$ cat src/rtl/abcm_pkg.sv
// ----------------------------------------------------------------------------
// abcm_pkg
// Types and constants shared by the audio band color mapper and its checker.
// ----------------------------------------------------------------------------
package abcm_pkg;

  typedef struct packed {
    logic [6:0]  bin_index;
    logic [15:0] bin_value;
    logic        last_bin;
  } in_item_t;

  typedef struct packed {
    logic [7:0] color_index;
    logic [7:0] brightness;
    logic [1:0] dominant_band;
  } out_item_t;

  // Bins at or above this index take no part in the sums
  localparam int BIN_COUNT = 128;

  localparam int CFG_IDX_W  = 3;
  localparam int CFG_DATA_W = 12;

  localparam logic [CFG_IDX_W-1:0] REG_MID_GAIN          = 3'd0;
  localparam logic [CFG_IDX_W-1:0] REG_WEIGHT_SUB_BASS   = 3'd1;
  localparam logic [CFG_IDX_W-1:0] REG_WEIGHT_BASS       = 3'd2;
  localparam logic [CFG_IDX_W-1:0] REG_WEIGHT_PRESENCE   = 3'd3;
  localparam logic [CFG_IDX_W-1:0] REG_WEIGHT_BRILLIANCE = 3'd4;

  localparam int GAIN_W   = 10;
  localparam int WEIGHT_W = 12;
  localparam int VAL_W    = 16;
  localparam int MID_W    = 22;
  localparam int PROD_W   = 28;
  localparam int BAND_W   = 34;
  localparam int MPROD_W  = 32;
  localparam int COLOR_W  = 16;
  localparam int NUM_BANDS = 4;

  localparam logic [GAIN_W-1:0]   MID_GAIN_RST = 10'd200;
  localparam logic [WEIGHT_W-1:0] WEIGHT_RST [NUM_BANDS] =
      '{12'd1024, 12'd410, 12'd269, 12'd358};

  // Brightness window on mid_sum*mid_gain (Q.16)
  localparam logic [MPROD_W-1:0] BRIGHT_HI  = 32'(305 * 65536);
  localparam logic [MPROD_W-1:0] BRIGHT_LO  = 32'(50 * 65536);
  localparam logic [15:0]        BRIGHT_OFS = 16'd50;

  // Color update
  localparam logic [7:0]         SEED_STEP   = 8'd80;
  localparam logic [COLOR_W-1:0] JUMP_DELTA  = 16'(150 * 256);
  localparam logic [7:0]         HOLD_UP_MIN = 8'd80;
  localparam logic [7:0]         HOLD_DN_MIN = 8'd50;
  localparam logic [7:0]         HOLD_MAX    = 8'd255;

  // floor(y/3) = (y * RECIP3) >> RECIP_SHIFT, exact for y < 2^18
  localparam logic [17:0] RECIP3      = 18'd174763;
  localparam int          RECIP_SHIFT = 19;

endpackage

$ cat src/rtl/audio_band_color_mapper.sv
// ----------------------------------------------------------------------------
// audio_band_color_mapper
// Folds a stream of FFT bins into band levels and emits one color result
// per spectrum frame.
// ----------------------------------------------------------------------------
// Input channel: one FFT bin per item (index, Q0.16 magnitude, last flag),
// valid/ready. Bins may enter back to back, one per cycle while in_ready_o
// is high. Output channel: one result item per frame, produced by the item
// that carries last_bin. Pipeline: the last bin passes the input register,
// multiply, accumulate, band pick and mid gain, and the color update into
// the output queue, where out_valid_o rises. Throughput: one bin per cycle
// while in_ready_o is high; the accumulators are cleared in the same cycle a
// frame closes, so the next frame may follow at once.
// Results wait in a FIFO_DEPTH deep output queue. in_ready_o drops only when
// FIFO_DEPTH results are outstanding (in flight or queued), so a stalled
// receiver throttles the input only after that many frames. FIFO_DEPTH must
// be 5 or more.
// Configuration: cfg_we_i writes mid_gain (index 0) or a band weight (1..4);
// the user must write only while the block is idle; it is not enforced. Reset
// restores register defaults, clears sums, color, hold counter, output queue.
// ----------------------------------------------------------------------------
module audio_band_color_mapper import abcm_pkg::*; #(
  parameter int FIFO_DEPTH = 8
) (
  input  logic                  clk_i,
  input  logic                  rst_ni,
  input  logic                  in_valid_i,
  output logic                  in_ready_o,
  input  in_item_t              in_item_i,
  output logic                  out_valid_o,
  input  logic                  out_ready_i,
  output out_item_t             out_item_o,
  input  logic                  cfg_we_i,
  input  logic [CFG_IDX_W-1:0]  cfg_index_i,
  input  logic [CFG_DATA_W-1:0] cfg_wdata_i
);

  localparam int PTR_W = $clog2(FIFO_DEPTH);
  localparam int CNT_W = $clog2(FIFO_DEPTH + 1);

  // Configuration registers
  logic [GAIN_W-1:0]   mid_gain_q;
  logic [WEIGHT_W-1:0] weight_q [NUM_BANDS];

  always_ff @(posedge clk_i or negedge rst_ni) begin
    if (!rst_ni) begin
      mid_gain_q <= MID_GAIN_RST;
      for (int b = 0; b < NUM_BANDS; b++) begin
        weight_q[b] <= WEIGHT_RST[b];
      end
    end else if (cfg_we_i) begin
      case (cfg_index_i)
        REG_MID_GAIN:          mid_gain_q  <= cfg_wdata_i[GAIN_W-1:0];
        REG_WEIGHT_SUB_BASS:   weight_q[0] <= cfg_wdata_i;
        REG_WEIGHT_BASS:       weight_q[1] <= cfg_wdata_i;
        REG_WEIGHT_PRESENCE:   weight_q[2] <= cfg_wdata_i;
        REG_WEIGHT_BRILLIANCE: weight_q[3] <= cfg_wdata_i;
        default: ;
      endcase
    end
  end

  // Handshakes and outstanding result count
  logic             in_acc, out_acc;
  logic [CNT_W-1:0] pend_q, pend_d;
  logic [CNT_W-1:0] fill_q, fill_d;
  logic             s3_valid_q;

  assign in_ready_o  = pend_q < CNT_W'(FIFO_DEPTH);
  assign in_acc      = in_valid_i && in_ready_o;
  assign out_valid_o = fill_q != '0;
  assign out_acc     = out_valid_o && out_ready_i;

  always_comb begin
    pend_d = pend_q;
    if (in_acc && in_item_i.last_bin) begin
      pend_d = pend_d + 1'b1;
    end
    if (out_acc) begin
      pend_d = pend_d - 1'b1;
    end
    fill_d = fill_q;
    if (s3_valid_q) begin
      fill_d = fill_d + 1'b1;
    end
    if (out_acc) begin
      fill_d = fill_d - 1'b1;
    end
  end

  // Stage 0: input register
  logic     s0_valid_q;
  in_item_t s0_item_q;

  always_ff @(posedge clk_i or negedge rst_ni) begin
    if (!rst_ni) begin
      s0_valid_q <= 1'b0;
    end else begin
      s0_valid_q <= in_acc;
    end
  end

  always_ff @(posedge clk_i) begin
    if (in_acc) begin
      s0_item_q <= in_item_i;
    end
  end

  // Stage 1: decode bin and weight it
  logic        in_range, mid_hit, band_hit;
  logic [1:0]  band_sel;
  logic [PROD_W-1:0] prod;

  always_comb begin
    in_range = {3'b000, s0_item_q.bin_index} < 10'(BIN_COUNT);
    mid_hit  = in_range && (s0_item_q.bin_index inside {[7'd15:7'd50]});
    band_hit = in_range;
    band_sel = 2'd0;
    if (s0_item_q.bin_index inside {[7'd9:7'd12]}) begin
      band_sel = 2'd0;
    end else if (s0_item_q.bin_index inside {[7'd13:7'd24]}) begin
      band_sel = 2'd1;
    end else if (s0_item_q.bin_index inside {[7'd25:7'd49]}) begin
      band_sel = 2'd2;
    end else if (s0_item_q.bin_index inside {[7'd50:7'd83]}) begin
      band_sel = 2'd3;
    end else begin
      band_hit = 1'b0;
    end
    prod = PROD_W'(s0_item_q.bin_value) * PROD_W'(weight_q[band_sel]);
  end

  logic              s1_valid_q, s1_last_q, s1_mid_hit_q, s1_band_hit_q;
  logic [1:0]        s1_band_q;
  logic [VAL_W-1:0]  s1_val_q;
  logic [PROD_W-1:0] s1_prod_q;

  always_ff @(posedge clk_i or negedge rst_ni) begin
    if (!rst_ni) begin
      s1_valid_q <= 1'b0;
    end else begin
      s1_valid_q <= s0_valid_q;
    end
  end

  always_ff @(posedge clk_i) begin
    s1_last_q     <= s0_item_q.last_bin;
    s1_mid_hit_q  <= mid_hit;
    s1_band_hit_q <= band_hit;
    s1_band_q     <= band_sel;
    s1_val_q      <= s0_item_q.bin_value;
    s1_prod_q     <= prod;
  end

  // Stage 2: saturating accumulate, snapshot and clear on the last bin
  logic [MID_W-1:0]  mid_sum_q, mid_next;
  logic [MID_W:0]    mid_add;
  logic [BAND_W-1:0] band_sum_q [NUM_BANDS];
  logic [BAND_W-1:0] band_next  [NUM_BANDS];
  logic [BAND_W:0]   band_add   [NUM_BANDS];
  logic              frame_end;

  always_comb begin
    frame_end = s1_valid_q && s1_last_q;
    mid_add   = {1'b0, mid_sum_q} + (MID_W+1)'(s1_val_q);
    mid_next  = mid_sum_q;
    if (s1_valid_q && s1_mid_hit_q) begin
      mid_next = mid_add[MID_W] ? '1 : mid_add[MID_W-1:0];
    end
    for (int b = 0; b < NUM_BANDS; b++) begin
      band_add[b]  = {1'b0, band_sum_q[b]} + (BAND_W+1)'(s1_prod_q);
      band_next[b] = band_sum_q[b];
      if (s1_valid_q && s1_band_hit_q && (s1_band_q == 2'(b))) begin
        band_next[b] = band_add[b][BAND_W] ? '1 : band_add[b][BAND_W-1:0];
      end
    end
  end

  logic              snap_valid_q;
  logic [MID_W-1:0]  snap_mid_q;
  logic [BAND_W-1:0] snap_band_q [NUM_BANDS];

  always_ff @(posedge clk_i or negedge rst_ni) begin
    if (!rst_ni) begin
      mid_sum_q    <= '0;
      snap_valid_q <= 1'b0;
      for (int b = 0; b < NUM_BANDS; b++) begin
        band_sum_q[b] <= '0;
      end
    end else begin
      snap_valid_q <= frame_end;
      if (frame_end) begin
        mid_sum_q <= '0;
        for (int b = 0; b < NUM_BANDS; b++) begin
          band_sum_q[b] <= '0;
        end
      end else begin
        mid_sum_q <= mid_next;
        for (int b = 0; b < NUM_BANDS; b++) begin
          band_sum_q[b] <= band_next[b];
        end
      end
    end
  end

  always_ff @(posedge clk_i) begin
    if (frame_end) begin
      snap_mid_q <= mid_next;
      for (int b = 0; b < NUM_BANDS; b++) begin
        snap_band_q[b] <= band_next[b];
      end
    end
  end

  // Stage 3: strongest band (earlier band wins ties) and mid gain
  logic [1:0]         win01, win23, best;
  logic [BAND_W-1:0]  val01, val23;
  logic [MPROD_W-1:0] mid_prod;

  always_comb begin
    win01 = (snap_band_q[1] > snap_band_q[0]) ? 2'd1 : 2'd0;
    val01 = (snap_band_q[1] > snap_band_q[0]) ? snap_band_q[1] : snap_band_q[0];
    win23 = (snap_band_q[3] > snap_band_q[2]) ? 2'd3 : 2'd2;
    val23 = (snap_band_q[3] > snap_band_q[2]) ? snap_band_q[3] : snap_band_q[2];
    best  = (val23 > val01) ? win23 : win01;
    mid_prod = MPROD_W'(snap_mid_q) * MPROD_W'(mid_gain_q);
  end

  logic [1:0]         s3_best_q;
  logic [MPROD_W-1:0] s3_prod_q;

  always_ff @(posedge clk_i or negedge rst_ni) begin
    if (!rst_ni) begin
      s3_valid_q <= 1'b0;
    end else begin
      s3_valid_q <= snap_valid_q;
    end
  end

  always_ff @(posedge clk_i) begin
    s3_best_q <= best;
    s3_prod_q <= mid_prod;
  end

  // Stage 4: brightness and color update
  logic [7:0]         bright, seed_int, hold_q, hold_base, hold_next;
  logic [15:0]        bright_diff;
  logic [COLOR_W-1:0] prev_q, seed, smooth, color_next;
  logic [COLOR_W:0]   hi_thr;
  logic [19:0]        mix;
  logic [35:0]        third;
  logic               jump_up, jump_dn, jump;

  always_comb begin
    bright_diff = s3_prod_q[MPROD_W-1:16] - BRIGHT_OFS;
    if (s3_prod_q > BRIGHT_HI) begin
      bright = 8'hFF;
    end else if (s3_prod_q < BRIGHT_LO) begin
      bright = 8'h00;
    end else begin
      bright = bright_diff[7:0];
    end

    seed_int = {6'b000000, s3_best_q} * SEED_STEP;
    seed     = {seed_int, 8'h00};

    hi_thr  = {1'b0, prev_q} + (COLOR_W+1)'(JUMP_DELTA);
    jump_up = ({1'b0, seed} > hi_thr) && (hold_q > HOLD_UP_MIN);
    jump_dn = (prev_q >= JUMP_DELTA) && (seed < (prev_q - JUMP_DELTA))
              && (hold_q > HOLD_DN_MIN);
    jump    = jump_up || jump_dn;

    // prev*11 + seed, then /12 as (x>>2)/3 by reciprocal
    mix    = {1'b0, prev_q, 3'b000} + {3'b000, prev_q, 1'b0} + {4'h0, prev_q}
             + {4'h0, seed};
    third  = 36'(mix[19:2]) * 36'(RECIP3);
    smooth = third[RECIP_SHIFT +: COLOR_W];

    color_next = jump ? seed : smooth;
    hold_base  = jump ? 8'h00 : hold_q;
    hold_next  = (hold_base == HOLD_MAX) ? HOLD_MAX : hold_base + 1'b1;
  end

  // Output queue
  out_item_t        fifo_q [FIFO_DEPTH];
  logic [PTR_W-1:0] wr_ptr_q, rd_ptr_q;

  function automatic logic [PTR_W-1:0] ptr_inc(input logic [PTR_W-1:0] p);
    return (p == PTR_W'(FIFO_DEPTH - 1)) ? '0 : p + 1'b1;
  endfunction

  always_ff @(posedge clk_i or negedge rst_ni) begin
    if (!rst_ni) begin
      prev_q   <= '0;
      hold_q   <= '0;
      wr_ptr_q <= '0;
      rd_ptr_q <= '0;
      pend_q   <= '0;
      fill_q   <= '0;
    end else begin
      pend_q <= pend_d;
      fill_q <= fill_d;
      if (s3_valid_q) begin
        prev_q   <= color_next;
        hold_q   <= hold_next;
        wr_ptr_q <= ptr_inc(wr_ptr_q);
      end
      if (out_acc) begin
        rd_ptr_q <= ptr_inc(rd_ptr_q);
      end
    end
  end

  always_ff @(posedge clk_i) begin
    if (s3_valid_q) begin
      fifo_q[wr_ptr_q] <= '{color_index:   color_next[COLOR_W-1:8],
                            brightness:    bright,
                            dominant_band: s3_best_q};
    end
  end

  assign out_item_o = fifo_q[rd_ptr_q];

endmodule

$ cat config.mk
export PLATFORM = sky130hd
export DESIGN_NAME = audio_band_color_mapper
export DESIGN_NICKNAME = d
export VERILOG_FILES = /design/src/rtl/abcm_pkg.sv /design/src/rtl/audio_band_color_mapper.sv
export SDC_FILE = /design/constraint.sdc
export NUM_CORES = 2
export LEC_CHECK = 0
export ABC_AREA = 1
export BUFFER_PORTS_ARGS = -buffer_cell sky130_fd_sc_hd__buf_2
export CELL_PAD_IN_SITES_DETAIL_PLACEMENT = 1
export CELL_PAD_IN_SITES_GLOBAL_PLACEMENT = 2
export CORE_MARGIN = 2
export CORE_UTILIZATION = 37
export DETAILED_ROUTE_END_ITERATION = 16
export PLACE_DENSITY_LB_ADDON = 0.1
export SYNTH_ARGS = -nofsm -noshare
export SYNTH_HDL_FRONTEND = slang
export SYNTH_SLANG_ARGS = --single-unit
$ cat constraint.sdc
create_clock -name clk_i -period 7.6 [get_ports clk_i]
set_input_delay 0.76 -clock clk_i [delete_from_list [all_inputs] [get_ports clk_i]]
set_output_delay 0.76 -clock clk_i [all_outputs]
set_load 0.05 [all_outputs]
# After elaboration in Yosys (flattened, before gate mapping)
# Memory sizes are Yosys's and may differ from the RTL's.
# Cells that the tools add are included.
# word_totals
ram_bits	280
n_memories	2
reg_bits	387
input_bits	44
# classes
add_sub_neg	18
n_eq_ne	10
order_cmp	22
muxes	40
n_reduce_logical	28
n_bitwise	1
multipliers	4
# mem_list
name	words	width	read_ports	rd_ports_with_merged_regs	write_ports	line_no	rtl
fifo_q	8	18	1	0	1	audio_band_color_mapper.sv:285	out_item_t fifo_q [FIFO_DEPTH];
snap_band_q	4	34	4	0	4	audio_band_color_mapper.sv:181	logic [BAND_W-1:0] snap_band_q [NUM_BANDS];
# op_table
cell	count
$mux 34	10
$add 34x28->35	4
$mux 136	1
$gt 34x34->1	3
$mux 22	3
$add 20x16->20	2
$mul 18x18->35 const B	1
$gt 32x25->1 const B	1
$lt 32x22->1 const B	1
$mul 22x10->32	1
$mux 8	4
$mul 16x12->28	1
$bmux 12 s2	1
$mux 12	2
$add 22x16->23	1
$ge 7x4->1 const B	3
$add 19x17->20	1
$logic_and 1x1->1	18
$add 16x16->17 const B	1
$gt 16x17->1	1
$ge 16x16->1 const B	1
$lt 16x16->1	1
$mux 16	1
$mux 4	4
other kinds (33)	56

# Logic depth before layout (Yosys ltp)
# logic_depth
ltp_word	11
ltp_mapped	40
ltp_nobuf	40

# Worst setup path after synthesis
# No wires, ideal clock.
# synth_path
kind	register to register
start	register s3_best_q[0]
end	memory fifo_q[0][16] (netlist bit), data pin
path_slack_ps	142
arrival_ps	7168
path_stages_with_launch	32
path_buffers	1
setup_ps	290
period_less_slack_ps	7458
cell_sequence	dfxtp_1 > inv_1 > fa_1 > inv_1 > fa_1 > ha_1 > clkbuf_1 > a21oi_1 > o21ai_0 > a21oi_1 > o21ai_0 > xor2_1 > inv_1 > ha_1 > ha_1 > inv_1 > fa_1 > inv_1 > fa_1 > fa_1 > inv_1 > fa_1 > inv_1 > ha_1 > a21oi_1 > inv_1 > a31oi_1 > o21ai_0 > a21oi_1 > nand3_1 > nand3_1 > nand2_1
# synth_between
elab_chain_cells	6
word_cells_on_any_way	10
# synth_lines
element	line_no	rtl
start, declared	audio_band_color_mapper.sv:229	logic [1:0] s3_best_q;
start signal, assigned	audio_band_color_mapper.sv:241	s3_best_q <= best;
$mul 2x3->4 (*)	audio_band_color_mapper.sv:264	seed_int = {6'b000000, s3_best_q} * SEED_STEP;
parallel branches: the longest is 4 deep, another holds $mul 18x18->35	-	
$mux 16 (*)	audio_band_color_mapper.sv:279	color_next = jump ? seed : smooth;
via color_next[14]	audio_band_color_mapper.sv:248	logic [COLOR_W-1:0] prev_q, seed, smooth, color_next;
end, declared	audio_band_color_mapper.sv:285	
# Mark *: on every way through the listed nets, which the timed path passes.

# Worst setup path in the final report
# layout_path
start	register prev_q[6]
end	memory fifo_q[4][11] (netlist bit), data pin
# layout_between
elab_chain_cells	6
word_cells_on_any_way	14
# layout_lines
element	line_no	rtl
start, declared	audio_band_color_mapper.sv:248	
start signal, assigned	audio_band_color_mapper.sv:304	prev_q <= color_next;
parallel branches: the longest is 5 deep, another holds $mul 18x18->35	-	
$mux 16 (*)	audio_band_color_mapper.sv:279	
via color_next[9]	audio_band_color_mapper.sv:248	
# Marks and branches as above.

==> flow_metrics.py <==
metrics = {
    "clocking": {
        "cts-buffers-inserted": 84,
        "h-tree-depth": 3,
        "path_clk_slew_ns": 0.06,
        "clk_latency_ns": 0.70,
        "cts-root-buf": "clkbuf_16",
        "holdBufCountCts": 0,
        "cts_tree": "yes",
        "clockBufferDepth": 3,
        "clock-sinks": 667,
    },
    "yosys": {
        "yosysSeqAreaShare_pct": 31.55,
        "synth_cell_types": 75,
        "yosysTopAreaCell": "edfxtp_1",
        "syn_area_per_cell_um2": 8.586,
        "synth-edff-count": 326,
        "ys_top_cells_by_area": "edfxtp_1 17%, fa_1 15%, ha_1 12%",
        "ys_ff_latch": 667,
        "syn_nets": 7660,
        "syn_area_um2": 56830,
        "synth_top_area_share_pct": 17.23,
        "async_reset_ff_share_pct": 38.68,
        "synth_cells": 6619,
        "synth_warnings": 0,
        "synth_flop_cell": "edfxtp_1",
    },
    "grt": {
        "grt_max_degree": 135,
        "grt_pass1_wl_mm": 292.6,
        "grt_antenna_before_repair": 14,
        "grtUsageTotal_pct": 24.17,
        "grt_remaining_overflow": 0,
        "grt_pass1_vias": 48610,
    },
    "timing": {
        "max_slew_margin_pct": 19.78,
        "finalHoldViolCount": 0,
        "worst_pin_slew_ns": 1.202,
        "finalClockSkew_ns": 0.06085,
        "clock.fmax_mhz": 132.4,
        "slew_viol_final": 0,
        "final.setup.worst_slack_ns": 0.04851,
        "fin_crit_ns": 7.551,
        "setup_viol_count_final": 0,
        "fin_crit_sh_pct": 99.36,
    },
    "setup_path": {
        "required_ns": 8.05,
        "crit_path_start": "prev_q[6]",
        "critical_path.startpoint_type": "register",
        "critical-path-slowest-cell": "fa_1",
        "cp_num_buf_inv": 8,
        "critPathArrivalTime_ns": 8.00,
        "worst-path-max-fanout": 4,
        "regToRegStartpoint": "prev_q[6]",
        "end_kind": "register",
        "slowest_delay_ns": 0.53,
        "worstSetupPathType": "register to register",
        "path_delay_family": "adder cells",
    },
    "route": {
        "routed_wl_mm": 189.8,
        "vias_per_cell": 5.035,
        "dr.pass1.iters": 5,
        "drt.antenna.violating_nets": 0,
        "first_iter_violations": 2168,
        "routedWlPerCell_um": 21.08,
        "drc_errors": 0,
        "vias": 45330,
    },
    "floorplan": {
        "boundaryPins": 64,
        "rows": 143,
        "initial_utilization_pct": 37.32,
        "coreArea_um2": 152300,
        "die_x_um": 395.9,
        "die-area_um2": 156700,
        "die_y_um": 395.9,
    },
    "placed_design": {
        "dp_hpwl_mm": 150.4,
        "place_area_um2": 60980,
        "portBuffers": 63,
        "place_ws_ns": -0.4468,
        "place.gp.congestion": 0.8788,
    },
    "finish": {
        "area.growth.synth_to_final_pct": 15.65,
        "nNetsFinal": 7940,
        "postLayoutCellArea_um2": 65720,
        "drive_gt1_share_pct": 13.83,
    },
    "min_path": {
        "hp-class": "input port to asynchronous set/reset pin",
    },
    "outcome": {
        "status": "completed",
    },
    "flow_run": {
        "max-cap-violations": 0,
    },
}
[cell families (layout without fill, tap and decap cells)]
logic type | count (synthesis) | in the layout | synth area share, %
other | 0 | 2 | 0
AO/OA/AOI/OAI | 1027 | 1027 | 10.82
flip-flops | 667 | 667 | 31.55
AND/OR/NAND/NOR | 2387 | 2391 | 17.79
adder cells (fa/ha/maj) | 997 | 997 | 27.63
buffers and inverters | 1344 | 1692 | 9.157
XOR/XNOR | 197 | 197 | 3.049
[layout by cell type, fill, tap and decap left out, drive strengths merged, types with 8 or more instances in the layout]
cell type	count
a21boi	11
a21o	37
a21oi	406
a22oi	8
a31oi	56
and2	72
buf	353
bufinv	8
clkbuf	115
clkinv	28
dfrtp	240
dfstp	18
dfxtp	83
edfxtp	326
fa	430
ha	567
inv	1182
nand2	1288
nand3	217
nand3b	11
nand4	63
nor2	636
nor3	65
nor4	26
o211ai	9
o21a	22
o21ai	378
o21bai	31
o221ai	9
o22ai	35
or2	10
xnor2	82
xor2	115
[sequential cells by signal (all words and copies together), names as in the netlist, 4 cells and up]
register,count
s0_item_q,24
fifo_q,144
weight_q,48
prev_q,16
mid_sum_q,22
snap_mid_q,22
fill_q,4
mid_gain_q,10
s1_val_q,16
snap_band_q,136
s3_prod_q,32
band_sum_q,136
hold_q,8
s1_prod_q,28
pend_q,4
[synth_stat cells, types with 62 or more instances]
library cell / instances
a21oi_1: 354
fa_1: 430
clkbuf_1: 120
xor2_1: 114
inv_1: 1145
dfrtp_1: 240
nand2_1: 1257
and2_1: 72
xnor2_1: 82
ha_1: 567
nand4_1: 62
edfxtp_1: 326
o21ai_0: 352
nor2_1: 614
dfxtp_1: 83
nand3_1: 202
[layer usage]
layer / vias up / track usage, % / routed length, um
met4: 0 / 4.563 / 3488
met5: - / 0 / 0
met2: 563 / 40.45 / 89860
li1: 21850 / - / -
met3: 168 / 2.659 / 5896
met1: 22750 / 33.89 / 90540
[path summary, 6_finish.rpt]
check / end / slack (ns) / cells after the start
min in group clk_i: s0_item_q[4] / 0.25 / 1
max reg2reg: fifo_q[4][11] / 0.05 / 37
max: fifo_q[4][11] / 0.05 / 37
min: band_sum_q[29] / 0.08 / 1
max in group asynchronous: band_sum_q[133] / 6.14 / 2
min reg2reg: s1_last_q / 0.35 / 0
[stage by stage]
step	utilization, %	hold slack, ns	setup TNS [ns]	std cells
after global routing	43.16	0.1237	-12.15	9001
after CTS	42.33	0.08563	-0.02849	8978
after detailed placement	40.05	0.3375	-25.13	8810
after global placement	40.05	0.3274	-18.52	8810
after floorplan	-	0.3233	0	6619
final	43.16	0.07570	0	9003
[what timing repair did]
item / 4_1_cts / 5_1_grt
endpoints found under the setup margin: 80 / 80
gates resized for setup: 97 / 249
cloned: 2 / 2
pin swaps: 32 / 150
buffers inserted: 8 / 23
[area by class of cell]
class	instances	area (um^2)
Timing Repair Buffer	353	2645
Antenna cell	2	5.005
Multi-Input combinational cell	4612	35230
Sequential cell	667	17930
Clock buffer	115	2372
Tap cell	2030	2540
Fill cell	17810	86540
Inverter	1181	4452
Clock inverter	43	548.0
Power is left out: the tool's default activity adds up to more than one toggle a clock period on the data nets, which glitch-free logic cannot reach.
